**src/rtl/sll_ram.sv**
```systemverilog
// ----------------------------------------------------------------------------
// sll_ram
// single write port, single read port memory with registered read data
// ----------------------------------------------------------------------------
module sll_ram #(
  parameter int WIDTH = 32,
  parameter int DEPTH = 128
) (
  input  logic                                   clk,
  input  logic                                   wr_en,
  input  logic [((DEPTH > 1) ? $clog2(DEPTH) : 1)-1:0] wr_addr,
  input  logic [WIDTH-1:0]                       wr_data,
  input  logic                                   rd_en,
  input  logic [((DEPTH > 1) ? $clog2(DEPTH) : 1)-1:0] rd_addr,
  output logic [WIDTH-1:0]                       rd_data
);

  logic [WIDTH-1:0] mem [DEPTH];
  logic [WIDTH-1:0] rd_data_r;

  always_ff @(posedge clk) begin
    if (wr_en) begin
      mem[wr_addr] <= wr_data;
    end
  end

  always_ff @(posedge clk) begin
    if (rd_en) begin
      rd_data_r <= mem[rd_addr];
    end
  end

  assign rd_data = rd_data_r;

endmodule
```
**config.mk**
```make
export PLATFORM = sky130hd
export DESIGN_NAME = sll_ram
export DESIGN_NICKNAME = d
export VERILOG_FILES = /design/src/rtl/sll_ram.sv
export SDC_FILE = /design/constraint.sdc
export NUM_CORES = 2
export LEC_CHECK = 0
export BUFFER_PORTS_ARGS = -buffer_cell sky130_fd_sc_hd__buf_2
export CORE_MARGIN = 2
export CORE_UTILIZATION = 57
export CTS_BUF_LIST = sky130_fd_sc_hd__clkbuf_4 sky130_fd_sc_hd__clkbuf_8
export CTS_CLUSTER_SIZE = 40
export DETAILED_ROUTE_END_ITERATION = 12
export HOLD_SLACK_MARGIN = 0.08
export MAX_ROUTING_LAYER = met4
export PLACE_DENSITY = 0.73
export SETUP_SLACK_MARGIN = 0.1
export SLEW_MARGIN = 10
export SYNTH_ARGS = -nofsm -noshare
export SYNTH_HDL_FRONTEND = slang
export SYNTH_SLANG_ARGS = --single-unit
```
**constraint.sdc**
```tcl
create_clock -name clk -period 12.8 [get_ports clk]
set_input_delay 2.56 -clock clk [delete_from_list [all_inputs] [get_ports clk]]
set_output_delay 2.56 -clock clk [all_outputs]
set_load 0.03 [all_outputs]
```
==> impl_metrics.ini <==
[run_status]
outcome = finished, final reports clean

[floorplanning]
core_um2 = 273400
die_x_um = 528.1
num_io_pins = 81
start_util_pct = 57.28
die_area_um2 = 278900
num_rows = 192
die_h_um = 528.1

[layout]
num-fill-cells = 16960
multi_input_area_um2 = 32290
drive_gt1_share_pct = 39.10
finalNetCount = 6649
seq_area_um2 = 124000
area_delta_synth_final_pct = 11.93

[synthesis]
yosysMostFrequentCell = edfxtp_1
syn-cell-area_um2 = 156600
synth_common_cells = edfxtp_1, mux4_2, clkbuf_1
yosys_warnings = 0
ys_ff_latch = 4128
ys_seq_area_share_pct = 79.16
syn_avg_cell_area_um2 = 26.14
syn-num-nets = 6039
synthCells = 5990
synth.distinct_cells = 16
synth_top_area_share_pct = 79.16
ys.flop_type = edfxtp_1
synth-edff-count = 4128
synth_area_leaders = edfxtp_1, mux4_2, clkbuf_1
synthArstFlopShare_pct = 0
yosysTopAreaCell = edfxtp_1

[grt]
grt_pass1_wl_mm = 554.4
antenna_found_initial = 55
grt_pass1_vias = 72370
grt_max_degree = 139
groute.usage.overall_pct = 29.75
grt_overflow = 0

[routing]
route.detailed.drc = 0
drt_iter0_markers = 11480
wl_mm = 399.3
vias = 72470
wl_per_cell_um = 37.28
first_pass_iters = 5
ant_nets = 0
viasPerCell = 6.766

[worst_setup_path]
crit_arrival_ps = 6750
crit_type = primary input to flop
cp.required_ps = 13580
end_kind = flop
crit_fanout = 91
startpoint_type = primary input

[sta]
setup_viol = 0
fin_setup_tns_ps = 0
tightest_slew_ps = 1227
whs_ps = 1184
fin_crit_ps = 5966
slew-limit-headroom_pct = 18.18
fmax_mhz = 167.6
period_share_pct = 46.61
drv_slew = 0
final-hold-violation-count = 0
grt_setup_unrepaired = false
fin_skew_ps = 87.89

[clock_tree]
path_clk_slew_ps = 60
cts_hold_buf = 0
cts_root_buf = clkbuf_8
tritoncts = done
numCtsBuffers = 636
cts_sinks = 4128
cts-resized-gates = 0
postCtsSetupBuffers = 0
insertion_delay_ps = 1070
h-tree-depth = 6
cts_buffer_depth = 4

[min_path]
hold_class = flop to flop

[power]
power_leakage_nw = 53.86
peakVddDrop_v = 0.0001421
p_per_area_nw_per_um2 = 154.0

[placed_design]
dp.final_hpwl_mm = 214.3
port_buffers = 80
gp_congestion = 0.8396

[run]
cap_violations = 0
-- cell usage in the layout (no fill, tap or decap) --
cell        count
clkinv_2       47
clkbuf_4      209
nand2b_1        2
nand4_1         3
or3_1           1
inv_6          12
buf_2          40
clkbuf_8      641
buf_6           1
clkinv_1      136
buf_4         231
nor2b_1         7
nor2_1          3
mux2_2         32
bufinv_16      14
clkinv_8        9
inv_12          7
buf_8           3
inv_8           9
nand3_2         4
clkinv_4        1
buf_12         13
nor3_2          9
nand2_2         3
mux4_2       1344
nor2_4        119
clkinvlp_4     12
diode_2        63
nand3_1         8
edfxtp_1     4128
nand2_1        11
-- sequential cells by signal, summed over array words and instances, names as in the netlist --
register  flops
rd_data      32
mem        4096
-- metal layers --
| metal | share of wire (%) | global-route usage [%] |
|---|---|---|
| met1 | 35 | 40.02 |
| met2 | 49 | 45.41 |
| met3 | 12 | 5.874 |
| met4 | 4.4 | 12.27 |
| met5 | 0 | - |
-- logic make-up (layout without fill, tap and decap cells) --
kind of cell | count (synthesis) | in the layout | share of synthesized area [%]
other cells | 0 | 63 | 0
simple gates | 170 | 170 | 0.4450
flops | 4128 | 4128 | 79.16
buf+inv | 316 | 1385 | 0.8373
mux | 1376 | 1376 | 19.56
-- power by group --
group          internal [mW]  switching (mW)  total, mW
clock                   5.59            5.00       10.6
sequential              14.9          0.0407       15.0
combinational          0.528           0.880       1.41
-- cell type report --
class | count | area share, %
multi-input cells | 1546 | 18.42
flip-flops and latches | 4128 | 70.72
repair buffers | 288 | 1.284
diodes | 63 | 0.08995
well taps | 3589 | 2.562
clock buffers | 850 | 5.929
clock inverters | 247 | 0.9880
-- critical path, stage by stage --
cell and delay [ps]:
buf_12 500, buf_4 760, buf_12 630, mux4_2 590
mux4_2 580, mux4_2 610, mux2_2 310
-- stage by stage --
stage	worst slack, ps	util, %	std cells	instance area (um^2)	total power [mW]
floorplan	7001	-	5990	156600	15.99
global placement	5643	59.62	9551	163000	16.65
detailed placement	5654	59.62	9551	163000	16.68
CTS	6771	64.06	10650	175100	27.13
global route	6540	64.10	10700	175300	27.72
finish	6834	64.11	10710	175300	26.99
-- worst paths after layout --
path / from / end / slack [ps] / cells after the start
setup / recovery: rd_addr[0] / rd_data[4] / 6830 / 7
hold / removal: mem[86][19] / rd_data[19] / 1180 / 4
setup reg to reg: mem[113][0] / rd_data[0] / 10060 / 4
hold reg to reg: mem[86][19] / rd_data[19] / 1180 / 4
No activity file was read; power rests on OpenSTA's default activity.
